==> config.mk <==
export PLATFORM = sky130hd
export DESIGN_NAME = ubx_frame_receiver_flat
export DESIGN_NICKNAME = d
export VERILOG_FILES = /design/src/rtl/core/ubx_pkg.sv /design/src/rtl/core/ubx_if.sv /design/src/rtl/core/ubx_cfg_regs.sv /design/src/rtl/core/ubx_parser.sv /design/src/rtl/core/ubx_frame_receiver.sv /design/src/flat_wrapper.sv
export SDC_FILE = /design/constraint.sdc
export NUM_CORES = 1
export LEC_CHECK = 0
export ABC_AREA = 1
export BUFFER_PORTS_ARGS = -buffer_cell sky130_fd_sc_hd__buf_2
export CAP_MARGIN = 30
export CORE_MARGIN = 3
export CORE_UTILIZATION = 54
export DETAILED_ROUTE_END_ITERATION = 16
export PLACE_DENSITY = 0.74
export SLEW_MARGIN = 20
export SYNTH_ARGS = -nofsm -noshare
export SYNTH_HDL_FRONTEND = slang
export SYNTH_SLANG_ARGS = --single-unit
==> constraint.sdc <==
create_clock -name i_clk -period 3.45 [get_ports i_clk]
set_clock_uncertainty 0.15 [all_clocks]
set_input_delay 0.345 -clock i_clk [delete_from_list [all_inputs] [get_ports i_clk]]
set_output_delay 0.345 -clock i_clk [all_outputs]
set_load 0.05 [all_outputs]
==> src/rtl/core/ubx_pkg.sv <==
`timescale 1ns / 1ps
// Shared types and constants for the UBX frame receiver.
// No dependencies; ubx_cfg_regs, ubx_parser and ubx_frame_receiver import this package.
package ubx_pkg;

    localparam int unsigned CFG_IDX_W  = 2;
    localparam int unsigned CFG_DATA_W = 16;

    localparam logic [CFG_IDX_W-1:0] CFG_MAX_LEN      = 2'd0;
    localparam logic [CFG_IDX_W-1:0] CFG_EXPECT_CLASS = 2'd1;
    localparam logic [CFG_IDX_W-1:0] CFG_EXPECT_ID    = 2'd2;

    localparam logic [15:0] RST_MAX_LEN      = 16'd96;
    localparam logic [7:0]  RST_EXPECT_CLASS = 8'd6;
    localparam logic [7:0]  RST_EXPECT_ID    = 8'd62;

    localparam logic [7:0] SYNC_FIRST    = 8'hB5;
    localparam logic [7:0] SYNC_SECOND   = 8'h62;
    localparam logic [7:0] CLASS_ACK_NAK = 8'h05;
    localparam logic [7:0] ACK_ID_ACK    = 8'h01;
    localparam logic [7:0] ACK_ID_NAK    = 8'h00;
    localparam logic [15:0] ACK_LEN      = 16'd2;

    localparam logic [2:0] EV_NONE    = 3'd0;
    localparam logic [2:0] EV_PAYLOAD = 3'd1;
    localparam logic [2:0] EV_GOOD    = 3'd2;
    localparam logic [2:0] EV_BAD     = 3'd3;
    localparam logic [2:0] EV_LONG    = 3'd4;

    localparam logic [1:0] ACK_NONE = 2'd0;
    localparam logic [1:0] ACK_ACK  = 2'd1;
    localparam logic [1:0] ACK_NAK  = 2'd2;

    typedef struct packed {
        logic [15:0] max_len;
        logic [7:0]  expect_class;
        logic [7:0]  expect_id;
    } t_ubx_cfg;

    typedef struct packed {
        logic [2:0]  event_res;
        logic [7:0]  data_byte;
        logic [15:0] byte_index;
        logic [7:0]  hdr_class;
        logic [7:0]  msg_id;
        logic [15:0] hdr_len;
        logic [1:0]  ack_status;
    } t_ubx_res;

endpackage

==> src/rtl/core/ubx_if.sv <==
`timescale 1ns / 1ps
// Valid/ready channel interfaces for received bytes and parser results.
// Depends on nothing but the widths of the fields they carry.
interface ubx_rx_if;
    logic       valid;
    logic       ready;
    logic [7:0] rx_byte;

    modport source (output valid, output rx_byte, input ready);
    modport sink   (input valid, input rx_byte, output ready);
endinterface

interface ubx_res_if;
    logic        valid;
    logic        ready;
    logic [2:0]  event_res;
    logic [7:0]  data_byte;
    logic [15:0] byte_index;
    logic [7:0]  hdr_class;
    logic [7:0]  msg_id;
    logic [15:0] hdr_len;
    logic [1:0]  ack_status;

    modport source (output valid, output event_res, output data_byte, output byte_index,
                    output hdr_class, output msg_id, output hdr_len,
                    output ack_status, input ready);
    modport sink   (input valid, input event_res, input data_byte, input byte_index,
                    input hdr_class, input msg_id, input hdr_len,
                    input ack_status, output ready);
endinterface

==> src/rtl/core/ubx_cfg_regs.sv <==
`timescale 1ns / 1ps
// Configuration register file of the UBX frame receiver.
// Depends on ubx_pkg for the register indexes and reset values.
module ubx_cfg_regs (
    input  logic                          i_clk,
    input  logic                          i_rst_n,
    input  logic                          i_cfg_we,
    input  logic [ubx_pkg::CFG_IDX_W-1:0]  i_cfg_idx,
    input  logic [ubx_pkg::CFG_DATA_W-1:0] i_cfg_data,
    output ubx_pkg::t_ubx_cfg             o_cfg
);
    import ubx_pkg::*;

    t_ubx_cfg r_cfg;

    always_ff @(posedge i_clk) begin
        if (!i_rst_n) begin
            r_cfg.max_len      <= RST_MAX_LEN;
            r_cfg.expect_class <= RST_EXPECT_CLASS;
            r_cfg.expect_id    <= RST_EXPECT_ID;
        end else if (i_cfg_we) begin
            case (i_cfg_idx)
                CFG_MAX_LEN:      r_cfg.max_len      <= i_cfg_data;
                CFG_EXPECT_CLASS: r_cfg.expect_class <= i_cfg_data[7:0];
                CFG_EXPECT_ID:    r_cfg.expect_id    <= i_cfg_data[7:0];
                default: ;
            endcase
        end
    end

    assign o_cfg = r_cfg;

endmodule

==> src/rtl/core/ubx_parser.sv <==
`timescale 1ns / 1ps
// Frame state machine and 8-bit Fletcher checksum (two 8-bit sums, modulo 256) of the UBX frame receiver.
// Depends on ubx_pkg; the result is combinational and registered by the top level.
module ubx_parser (
    input  logic              i_clk,
    input  logic              i_rst_n,
    input  logic              i_en,
    input  logic [7:0]        i_byte,
    input  ubx_pkg::t_ubx_cfg i_cfg,
    output ubx_pkg::t_ubx_res o_res
);
    import ubx_pkg::*;

    typedef enum logic [3:0] {
        PH_SYNC1   = 4'd0,
        PH_SYNC2   = 4'd1,
        PH_CLASS   = 4'd2,
        PH_ID      = 4'd3,
        PH_LEN_LO  = 4'd4,
        PH_LEN_HI  = 4'd5,
        PH_PAYLOAD = 4'd6,
        PH_CK_A    = 4'd7,
        PH_CK_B    = 4'd8
    } t_phase;

    t_phase      r_phase,      n_phase;
    logic [7:0]  r_class,      n_class;
    logic [7:0]  r_id,         n_id;
    logic [15:0] r_len,        n_len;
    logic [15:0] r_pay_count,  n_pay_count;
    logic [7:0]  r_sum_a,      n_sum_a;
    logic [7:0]  r_sum_b,      n_sum_b;
    logic [7:0]  r_got_a,      n_got_a;
    logic [7:0]  r_first_pay,  n_first_pay;
    logic [7:0]  r_second_pay, n_second_pay;

    // Running sums after adding the current byte.
    logic [7:0] w_add_a;
    logic [7:0] w_add_b;
    assign w_add_a = r_sum_a + i_byte;
    assign w_add_b = r_sum_b + w_add_a;

    always_comb begin
        n_phase      = r_phase;
        n_class      = r_class;
        n_id         = r_id;
        n_len        = r_len;
        n_pay_count  = r_pay_count;
        n_sum_a      = r_sum_a;
        n_sum_b      = r_sum_b;
        n_got_a      = r_got_a;
        n_first_pay  = r_first_pay;
        n_second_pay = r_second_pay;
        o_res        = '0;

        case (r_phase)
            PH_SYNC1: begin
                n_phase = (i_byte == SYNC_FIRST) ? PH_SYNC2 : PH_SYNC1;
            end
            PH_SYNC2: begin
                n_phase = (i_byte == SYNC_SECOND) ? PH_CLASS : PH_SYNC1;
            end
            PH_CLASS: begin
                // The class byte starts a fresh checksum.
                n_class = i_byte;
                n_sum_a = i_byte;
                n_sum_b = i_byte;
                n_phase = PH_ID;
            end
            PH_ID: begin
                n_id    = i_byte;
                n_sum_a = w_add_a;
                n_sum_b = w_add_b;
                n_phase = PH_LEN_LO;
            end
            PH_LEN_LO: begin
                n_len   = {8'h00, i_byte};
                n_sum_a = w_add_a;
                n_sum_b = w_add_b;
                n_phase = PH_LEN_HI;
            end
            PH_LEN_HI: begin
                n_len        = {i_byte, r_len[7:0]};
                n_sum_a      = w_add_a;
                n_sum_b      = w_add_b;
                n_pay_count  = '0;
                n_first_pay  = '0;
                n_second_pay = '0;
                if (n_len > i_cfg.max_len) begin
                    o_res.event_res = EV_LONG;
                    o_res.hdr_class = r_class;
                    o_res.msg_id    = r_id;
                    o_res.hdr_len   = n_len;
                    n_phase         = PH_SYNC1;
                end else if (n_len == '0) begin
                    n_phase = PH_CK_A;
                end else begin
                    n_phase = PH_PAYLOAD;
                end
            end
            PH_PAYLOAD: begin
                o_res.event_res  = EV_PAYLOAD;
                o_res.data_byte  = i_byte;
                o_res.byte_index = r_pay_count;
                o_res.hdr_class  = r_class;
                o_res.msg_id     = r_id;
                o_res.hdr_len    = r_len;
                if (r_pay_count == 16'd0) begin
                    n_first_pay = i_byte;
                end else if (r_pay_count == 16'd1) begin
                    n_second_pay = i_byte;
                end
                n_sum_a     = w_add_a;
                n_sum_b     = w_add_b;
                n_pay_count = r_pay_count + 16'd1;
                if (n_pay_count >= r_len) begin
                    n_phase = PH_CK_A;
                end
            end
            PH_CK_A: begin
                n_got_a = i_byte;
                n_phase = PH_CK_B;
            end
            PH_CK_B: begin
                o_res.hdr_class = r_class;
                o_res.msg_id    = r_id;
                o_res.hdr_len   = r_len;
                if (r_got_a == r_sum_a && i_byte == r_sum_b) begin
                    o_res.event_res = EV_GOOD;
                    if (r_class == CLASS_ACK_NAK && r_len == ACK_LEN &&
                        r_first_pay == i_cfg.expect_class &&
                        r_second_pay == i_cfg.expect_id) begin
                        if (r_id == ACK_ID_ACK) begin
                            o_res.ack_status = ACK_ACK;
                        end else if (r_id == ACK_ID_NAK) begin
                            o_res.ack_status = ACK_NAK;
                        end
                    end
                end else begin
                    o_res.event_res = EV_BAD;
                end
                n_phase = PH_SYNC1;
            end
            default: begin
                n_phase = PH_SYNC1;
            end
        endcase
    end

    always_ff @(posedge i_clk) begin
        if (!i_rst_n) begin
            r_phase      <= PH_SYNC1;
            r_class      <= '0;
            r_id         <= '0;
            r_len        <= '0;
            r_pay_count  <= '0;
            r_sum_a      <= '0;
            r_sum_b      <= '0;
            r_got_a      <= '0;
            r_first_pay  <= '0;
            r_second_pay <= '0;
        end else if (i_en) begin
            r_phase      <= n_phase;
            r_class      <= n_class;
            r_id         <= n_id;
            r_len        <= n_len;
            r_pay_count  <= n_pay_count;
            r_sum_a      <= n_sum_a;
            r_sum_b      <= n_sum_b;
            r_got_a      <= n_got_a;
            r_first_pay  <= n_first_pay;
            r_second_pay <= n_second_pay;
        end
    end

endmodule

==> src/rtl/core/ubx_frame_receiver.sv <==
`timescale 1ns / 1ps
// UBX frame receiver. Every accepted byte gives exactly one result, in order: a payload
// byte with its index, a good or bad checksum report at frame end, a too-long report,
// or an empty event for sync, header and first checksum bytes. A byte is taken into an
// input register, goes through the frame state machine and the 8-bit Fletcher update,
// and lands in the result register; its result is presented once both the input and the
// result register have taken it, and one byte per cycle is sustained while the result
// side does not stall. The frame state machine updates its state once per byte, which
// sets that rate, and both registers hold their contents while the result side stalls.
// Depends on ubx_pkg, ubx_if, ubx_cfg_regs and ubx_parser.
module ubx_frame_receiver (
    input  logic                          i_clk,
    input  logic                          i_rst_n,
    ubx_rx_if.sink                        i_rx_ch,
    ubx_res_if.source                     o_res_ch,
    input  logic                          i_cfg_we,
    input  logic [ubx_pkg::CFG_IDX_W-1:0]  i_cfg_idx,
    input  logic [ubx_pkg::CFG_DATA_W-1:0] i_cfg_data
);
    import ubx_pkg::*;

    t_ubx_cfg   w_cfg;
    t_ubx_res   w_res;
    logic       r_in_valid;
    logic [7:0] r_in_byte;
    logic       r_out_valid;
    t_ubx_res   r_out;
    logic       w_advance;

    // The middle stage moves whenever the result register is free or being emptied.
    assign w_advance      = !r_out_valid || o_res_ch.ready;
    assign i_rx_ch.ready  = !r_in_valid || w_advance;

    ubx_cfg_regs u_cfg (
        .i_clk      (i_clk),
        .i_rst_n    (i_rst_n),
        .i_cfg_we   (i_cfg_we),
        .i_cfg_idx  (i_cfg_idx),
        .i_cfg_data (i_cfg_data),
        .o_cfg      (w_cfg)
    );

    ubx_parser u_parser (
        .i_clk   (i_clk),
        .i_rst_n (i_rst_n),
        .i_en    (r_in_valid && w_advance),
        .i_byte  (r_in_byte),
        .i_cfg   (w_cfg),
        .o_res   (w_res)
    );

    always_ff @(posedge i_clk) begin
        if (!i_rst_n) begin
            r_in_valid  <= 1'b0;
            r_out_valid <= 1'b0;
        end else begin
            if (i_rx_ch.ready) begin
                r_in_valid <= i_rx_ch.valid;
            end
            if (w_advance) begin
                r_out_valid <= r_in_valid;
            end
        end
    end

    always_ff @(posedge i_clk) begin
        if (i_rx_ch.valid && i_rx_ch.ready) begin
            r_in_byte <= i_rx_ch.rx_byte;
        end
        if (r_in_valid && w_advance) begin
            r_out <= w_res;
        end
    end

    assign o_res_ch.valid      = r_out_valid;
    assign o_res_ch.event_res  = r_out.event_res;
    assign o_res_ch.data_byte  = r_out.data_byte;
    assign o_res_ch.byte_index = r_out.byte_index;
    assign o_res_ch.hdr_class  = r_out.hdr_class;
    assign o_res_ch.msg_id     = r_out.msg_id;
    assign o_res_ch.hdr_len    = r_out.hdr_len;
    assign o_res_ch.ack_status = r_out.ack_status;

    // A full input register behind a stalled result must block new requests.
    a_no_overrun: assert property (@(posedge i_clk) disable iff (!i_rst_n)
        (r_in_valid && r_out_valid && !o_res_ch.ready) |-> !i_rx_ch.ready)
        else $error("input accepted while both stages are full and stalled");

    // A held byte stays in the input register until the parser consumes it.
    a_in_held: assert property (@(posedge i_clk) disable iff (!i_rst_n)
        (r_in_valid && !w_advance) |=> (r_in_valid && $stable(r_in_byte)))
        else $error("input byte lost while the result side stalled");

    // Acknowledge status only accompanies a good frame.
    a_ack_on_good: assert property (@(posedge i_clk) disable iff (!i_rst_n)
        (r_out_valid && r_out.ack_status != ACK_NONE) |-> (r_out.event_res == EV_GOOD))
        else $error("acknowledge status reported without a good frame");

    // A payload byte index always lies inside the declared length.
    a_index_range: assert property (@(posedge i_clk) disable iff (!i_rst_n)
        (r_out_valid && r_out.event_res == EV_PAYLOAD) |->
            (r_out.byte_index < r_out.hdr_len))
        else $error("payload byte index beyond declared length");

endmodule
==> src/flat_wrapper.sv <==
// flat-port wrapper written by rule: the top's interface ports become plain ports
module ubx_frame_receiver_flat import ubx_pkg::*;
  (i_clk, i_rst_n, i_cfg_we, i_cfg_idx, i_cfg_data, i_rx_ch_valid, i_rx_ch_rx_byte, i_rx_ch_ready, o_res_ch_valid, o_res_ch_event_res, o_res_ch_data_byte, o_res_ch_byte_index, o_res_ch_hdr_class, o_res_ch_msg_id, o_res_ch_hdr_len, o_res_ch_ack_status, o_res_ch_ready);
  ubx_rx_if i_rx_ch_i ();
  ubx_res_if o_res_ch_i ();
  input  logic i_clk;
  input  logic i_rst_n;
  input  logic i_cfg_we;
  input  logic [ubx_pkg::CFG_IDX_W-1:0] i_cfg_idx;
  input  logic [ubx_pkg::CFG_DATA_W-1:0] i_cfg_data;
  input wire logic [$bits(i_rx_ch_i.valid)-1:0] i_rx_ch_valid;
  input wire logic [$bits(i_rx_ch_i.rx_byte)-1:0] i_rx_ch_rx_byte;
  output wire logic [$bits(i_rx_ch_i.ready)-1:0] i_rx_ch_ready;
  output wire logic [$bits(o_res_ch_i.valid)-1:0] o_res_ch_valid;
  output wire logic [$bits(o_res_ch_i.event_res)-1:0] o_res_ch_event_res;
  output wire logic [$bits(o_res_ch_i.data_byte)-1:0] o_res_ch_data_byte;
  output wire logic [$bits(o_res_ch_i.byte_index)-1:0] o_res_ch_byte_index;
  output wire logic [$bits(o_res_ch_i.hdr_class)-1:0] o_res_ch_hdr_class;
  output wire logic [$bits(o_res_ch_i.msg_id)-1:0] o_res_ch_msg_id;
  output wire logic [$bits(o_res_ch_i.hdr_len)-1:0] o_res_ch_hdr_len;
  output wire logic [$bits(o_res_ch_i.ack_status)-1:0] o_res_ch_ack_status;
  input wire logic [$bits(o_res_ch_i.ready)-1:0] o_res_ch_ready;
  assign i_rx_ch_i.valid = i_rx_ch_valid;
  assign i_rx_ch_i.rx_byte = i_rx_ch_rx_byte;
  assign i_rx_ch_ready = i_rx_ch_i.ready;
  assign o_res_ch_valid = o_res_ch_i.valid;
  assign o_res_ch_event_res = o_res_ch_i.event_res;
  assign o_res_ch_data_byte = o_res_ch_i.data_byte;
  assign o_res_ch_byte_index = o_res_ch_i.byte_index;
  assign o_res_ch_hdr_class = o_res_ch_i.hdr_class;
  assign o_res_ch_msg_id = o_res_ch_i.msg_id;
  assign o_res_ch_hdr_len = o_res_ch_i.hdr_len;
  assign o_res_ch_ack_status = o_res_ch_i.ack_status;
  assign o_res_ch_i.ready = o_res_ch_ready;
  ubx_frame_receiver u_core (.i_clk(i_clk), .i_rst_n(i_rst_n), .i_rx_ch(i_rx_ch_i), .o_res_ch(o_res_ch_i), .i_cfg_we(i_cfg_we), .i_cfg_idx(i_cfg_idx), .i_cfg_data(i_cfg_data));
endmodule
Yosys cells after proc, flatten, opt, wreduce, memory -nomap -nowiden
Index checks and enable logic that the tools add are counted.
Widths: inputs -> output; s select.

storage, ports and cells
  output and inout bits = 63
  register bits after elaboration = 195
  bits of input ports = 31
  logic and storage cells = 115

cells by class
  mux-type cells = 22
  order comparisons = 2
  eq/ne operators = 24
  bitwise gates (word level) = 4
  reductions and logical operators = 35
  add/sub/neg operators = 3

operators by type and width
  kind                   count
  $pmux 16 s2            2
  $pmux 32 s2            1
  $pmux 8 s2             4
  $eq 8x8->1             4
  $logic_not 16->1       2
  $mux 32                1
  $pmux 4 s8             1
  $mux 8                 3
  $reduce_and 2->1       10
  $add 16x1->16 const B  1
  $add 8x8->8            2
  $eq 16x1->1 const B    1
  $eq 16x2->1 const B    1
  $eq 4x3->1 const B     4
  $ge 16x16->1           1
  $gt 16x16->1           1
  $pmux 3 s3             1
  $reduce_and 3->1       3
  $eq 4x2->1 const B     2
  $eq 8x1->1 const B     1
  $eq 8x3->1 const B     1
  $eq 8x7->1 const B     1
  $eq 8x8->1 const B     1
  $logic_not 8->1        1
  other kinds (19)       40

Logic depth before layout (Yosys ltp)
  depth in word-level cells = 6
  gate-level depth with buffers = 17

By module
Synthesis repeated with hierarchy kept, for this count alone.

unflattened totals
  cell total of the unflattened synthesis = 1,229
  area total of the unflattened synthesis = 9,803.2 um2

modules (own cells, without submodules)
  module              times used  area an instance (um2)  seq. area each (um2)  cells each
  ubx_parser          1           6,281.0                 1,841.8               954
  ubx_frame_receiver  1           2,167.1                 2,112.0               82
  ubx_cfg_regs        1           1,355.0                 640.6                 193

Least setup slack after synthesis
OpenSTA, ideal clock, no wires.

  path kind = flip-flop to flip-flop
  from = reg u_core.r_out_valid, in the netlist u_core.o_res_ch.valid
  to = reg u_core.u_parser.r_second_pay[6]
  buffers on the path = 1
  data required time = 3.230 ns
  stages on the path, launching flop included = 9
  setup time = 0.070 ns
  path slack = 0.343 ns
  arrival = 2.886 ns
  cell sequence = dfxtp_1 -> nand2_1 -> nand2_2 -> inv_1 -> nand2_2 -> inv_2 -> buf_4 -> nand3_1 -> a21oi_1

between the ends
  cells in the longest elaborated chain, start to end = 4

ends and longest elaborated chain
  element                            line                      source
  from (decl)                        ubx_frame_receiver.sv:26  logic r_out_valid;
  from (signal assigned)             ubx_frame_receiver.sv:61  r_out_valid <= r_in_valid;
  $logic_not 1->1                    ubx_frame_receiver.sv:31  assign w_advance = !r_out_valid || o_res_ch.ready;
  $logic_or 1x1->1                   ubx_frame_receiver.sv:31
  $logic_and 1x1->1                  ubx_frame_receiver.sv:46  .i_en (r_in_valid && w_advance),
  via u_core.u_parser.i_en           ubx_parser.sv:7           input logic i_en,
  $reduce_and 4->1 (no source line)  --
  to (signal assigned)               ubx_parser.sv:172         r_second_pay <= n_second_pay;
  to (decl)                          ubx_parser.sv:35          logic [7:0] r_second_pay, n_second_pay;

The timed path passes the listed nets, and every way through them passes these cells.
A chain may end at the register's enable or synchronous reset.

Final worst setup path
  from = reg u_core.u_parser.r_pay_count[7]
  to = reg u_core.u_parser.r_phase[0]

between the ends
  cells in the longest elaborated chain, start to end = 4

ends and longest elaborated chain
  element                            line               source
  from (decl)                        ubx_parser.sv:30   logic [15:0] r_pay_count, n_pay_count;
  from (signal assigned)             ubx_parser.sv:167  r_pay_count <= n_pay_count;
  $add 16x1->16                      ubx_parser.sv:115  n_pay_count = r_pay_count + 16'd1;
  $ge 16x16->1                       ubx_parser.sv:116  if (n_pay_count >= r_len) begin
  $ne 2x2->1 (no source line)        --
  $reduce_and 2->1 (no source line)  --
  to (signal assigned)               ubx_parser.sv:163  r_phase <= n_phase;
  to (decl)                          ubx_parser.sv:26   t_phase r_phase, n_phase;

Every way passes these cells.

==> run_results.csv <==
group,metric,value,unit
status,outcome,"finished clean",
min_path,min_from,"i_cfg_data[3]",
sta,setup_tns,0,ns
grt,grt_pass1_wl,37.84,mm
critical_path,crit_path_end_kind,"flip-flop",
placement,gpl.final_weighted_congestion,0.9353,
synth,ys_top_cells_by_count,"nand2_1, inv_1, a21oi_1",
critical_path,cp_top_family,"simple AND/OR/NAND/NOR gates",
placement,portBuffers,93,
final_layout,area_growth,13.56,%
critical_path,worstSetupPathType,"reg2reg",
floorplanning,boundaryPins,94,
grt,gr-total-overflow,0,
sta,fmax,335.0,MHz
sta,final.min_clock_period,2.985,ns
synth,synthSimpleGateAreaFrac,0.1937,
min_path,whs_endpoint,"u_core.u_cfg.o_cfg[3]$_SDFFE_PN1P_",
clocking,htree_levels,4,
critical_path,path_buf_inv,1,
final_layout,layoutNonFillerInstCount,1466,
critical_path,cp_cell_sequence,"inv_1 -> nor3_1 -> nand3_1 -> xor2_1 -> ha_1 -> nand4_1 -> nor3_1 -> nand3_1 -> nand4_1 -> nand2_1 -> nand2_1 -> nand2_1 -> nor2_1",
min_path,whs_path_depth,3,
synth,ys_types,42,
job,cap_violations,0,
sta,setup_viol,0,
synth,synth_top_family_by_area,"simple AND/OR/NAND/NOR gates",
detailed_routing,wire_per_inst,16.04,um
sta,min_period_over_period,0.8653,
critical_path,reg2reg_depth,13,
sta,worst_pin_slew,0.8639,ns
synth,yosys.area_share.adder,0.06893,
synth,ys_ff_latch,195,
synth,synth_seq_area_share,0.4849,
critical_path,critPathMaxFanout,7,
critical_path,r2r-start,"u_core.u_parser.r_pay_count[7]$_SDFFE_PN0P_",
grt,grt_use_total,0.2422,
final_layout,nets,1315,
floorplanning,die_area,19170,um2
final_layout,nFillCells,1440,
power,ir_drop,0.3898,mV
synth,synth_top_area_cell,"dfxtp_1",
detailed_routing,vias_per_cell,5.535,
synth,synth.top_cell.area_share,0.2662,
clocking,cts_setup_buffers,0,
floorplanning,core-area,16880,um2
synth,syn_area_per_cell,8.326,um2
synth,synth_ff_type,"dfxtp_1",
synth,synthMuxAreaShare,0,
synth,synthXorXnorAreaFrac,0.03050,
synth,synth_compound_gate_area_share,0.1479,
min_path,hp-class,"in2reg",
critical_path,r2r-end,"u_core.u_parser.r_phase[0]$_SDFFE_PN0P_",
critical_path,max_stage_delay,0.46,ns
grt,antenna_found_initial,0,
final_layout,n_antenna_cell,0,
detailed_routing,dr_wl_met3,1.766,mm
detailed_routing,routed_wl,23.52,mm
detailed_routing,top_layer_used,"met4",
detailed_routing,detail_route.iter0.violations,1029,
synth,netlist_area,9475,um2
sta,finalHoldViolCount,0,
final_layout,drive_above_1_share,0.1252,
detailed_routing,dr_wl_met2,10.39,mm
sta,grt_setup_unrepaired,"no",
detailed_routing,firstDrtPassIters,5,
final_layout,register_area,4594,um2
floorplanning,start_util,0.5614,
detailed_routing,num_vias,8115,
synth,synth_area_leaders,"dfxtp_1, edfxtp_1, nand2_1, a21oi_1, ha_1",
grt,grt_max_degree,52,
clocking,tritoncts,"built",
detailed_routing,drc,0,
synth,synth_nets,1220,
critical_path,critPathArrivalTime,3.20,ns
sta,slew-limit-headroom,0.4220,
sta,holdWs,0.009470,ns
synth,async_flop_share,0,
synth,synth.most_common_cell,"nand2_1",
power,leakage,4.489,nW
floorplanning,dieWidth,138.5,um
clocking,clkSinkCount,195,
detailed_routing,met1Wirelength,10.96,mm
critical_path,worstPathRequired,3.67,ns
critical_path,reg2reg_slack,0.46,ns
sta,slew_viol_final,0,
placement,place_inst,1426,
clocking,clockBufferDepth,2,
final_layout,multi_input_area,4179,um2
floorplanning,die_h,138.5,um
clocking,root_buffer,"clkbuf_16",
clocking,worstSkewPairLatency,0.44,ns
synth,yosys_warnings,0,
critical_path,critPathLaunchType,"flip-flop",
floorplanning,placementRows,47,
clocking,clk_pin_slew,0.07,ns
critical_path,path_common_cell,"nand2_1",
grt,grt_pass1_vias,7246,
synth,syn-instance-count,1138,
placement,dp_hpwl,16.79,mm
critical_path,critPathSlowestCell,"dfxtp_1",
synth,synth-edff-count,69,
clocking,cts_buffers,17,
power,powerDensity,462.6,nW/um2
detailed_routing,ant_nets,0,
-- repair_timing --
action                    CTS  global route
hold buffers                8             0
resized for setup           0             0
hold endpoints to repair    8             0
-- through the flow --
step                      power (mW)  utilization  setup slack, ns  cell area [um2]
final                          4.977       0.6376           0.4647            10760
after global routing           5.179       0.6376           0.2631            10760
after CTS                      4.988       0.6376           0.5227            10760
after detailed placement       3.143       0.6000           0.5474            10130
after global placement         3.132       0.6000           0.6372            10130
after floorplan                2.984            -           0.3432             9475
-- cell type report --
type                            instances  area share
Inverter                              143     0.04988
Tap cell                              220     0.02558
Timing Repair Buffer                  111     0.05767
Sequential cell                       195      0.4270
Clock inverter                         12    0.009070
Clock buffer                           20     0.04244
Multi-Input combinational cell        765      0.3884
-- sequential cells by signal, summed over array words and instances (netlist names), 16 cells and up --
name / cells
u_core.u_cfg.o_cfg: 32
u_core.o_res_ch.byte_index: 16
u_core.o_res_ch.hdr_len: 16
u_core.u_parser.r_len: 16
u_core.u_parser.r_pay_count: 16
-- metal layers --
metal  GRT usage  vias to the layer above
li1            -                     4039
met1      0.3578                     3711
met2      0.3656                      332
met3     0.04593                       33
met4     0.06812                        0
met5           0                        -
-- layout by cell type, fill, tap and decap left out, types with 9 or more instances in the layout --
cell type and n:
nand3_1 66, xor2_1 30, dfxtp_1 126, a211oi_1 9, nor2_1 114, nor4_1 12, o21ai_1 12, buf_4 10
o21ai_0 81, nand2_1 179, a31oi_1 11, ha_1 49, nand4_1 20, a21oi_1 127, buf_2 93, inv_1 134
clkbuf_16 17, edfxtp_1 69
-- where the power goes --
group          switching, mW  total (mW)  internal (mW)
Clock                  0.892        1.87          0.976
Combinational          0.426       0.604          0.178
Sequential            0.0523        2.51           2.45
-- logic make-up after synthesis --
kind of cell | Yosys count
AND/OR/NAND/NOR | 420
AO/OA/AOI/OAI | 261
flip-flops | 195
buffers and inverters | 178
adder cells (fa/ha/maj) | 51
XOR/XNOR | 33
-- worst max path at each step --
| stage | cells after the start | slack, ns | from | to |
|---|---|---|---|---|
| 6_report | 13 | 0.46 | u_core.u_parser.r_pay_count[7]$_SDFFE_PN0P_ | u_core.u_parser.r_phase[0]$_SDFFE_PN0P_ |
| 5_1_grt | 13 | 0.26 | u_core.u_parser.r_pay_count[3]$_SDFFE_PN0P_ | u_core.u_parser.r_phase[1]$_SDFFE_PN0P_ |
| 4_1_cts | 15 | 0.52 | u_core.u_parser.r_pay_count[0]$_SDFFE_PN0P_ | u_core.u_parser.r_phase[0]$_SDFFE_PN0P_ |
| 3_5_place_dp | 12 | 0.55 | u_core.r_in_byte[0]$_DFFE_PP_ | u_core.u_parser.r_sum_b[6]$_SDFFE_PN0P_ |
| 3_3_place_gp | 12 | 0.64 | u_core.r_in_byte[0]$_DFFE_PP_ | u_core.u_parser.r_sum_b[6]$_SDFFE_PN0P_ |
| 2_1_floorplan | 8 | 0.34 | u_core.o_res_ch.valid$_SDFFE_PN0P_ | u_core.u_parser.r_second_pay[6]$_SDFFE_PN0P_ |
-- worst register-to-register path, cell delays in order, from the launching register on --
cell and delay, ns:
dfxtp_1 0.46, inv_1 0.14, nor3_1 0.38, nand3_1 0.19, xor2_1 0.20, ha_1 0.34
nand4_1 0.12, nor3_1 0.24, nand3_1 0.11, nand4_1 0.11, nand2_1 0.17, nand2_1 0.11
nand2_1 0.07, nor2_1 0.14
Power figures use the tool's default switching activity.
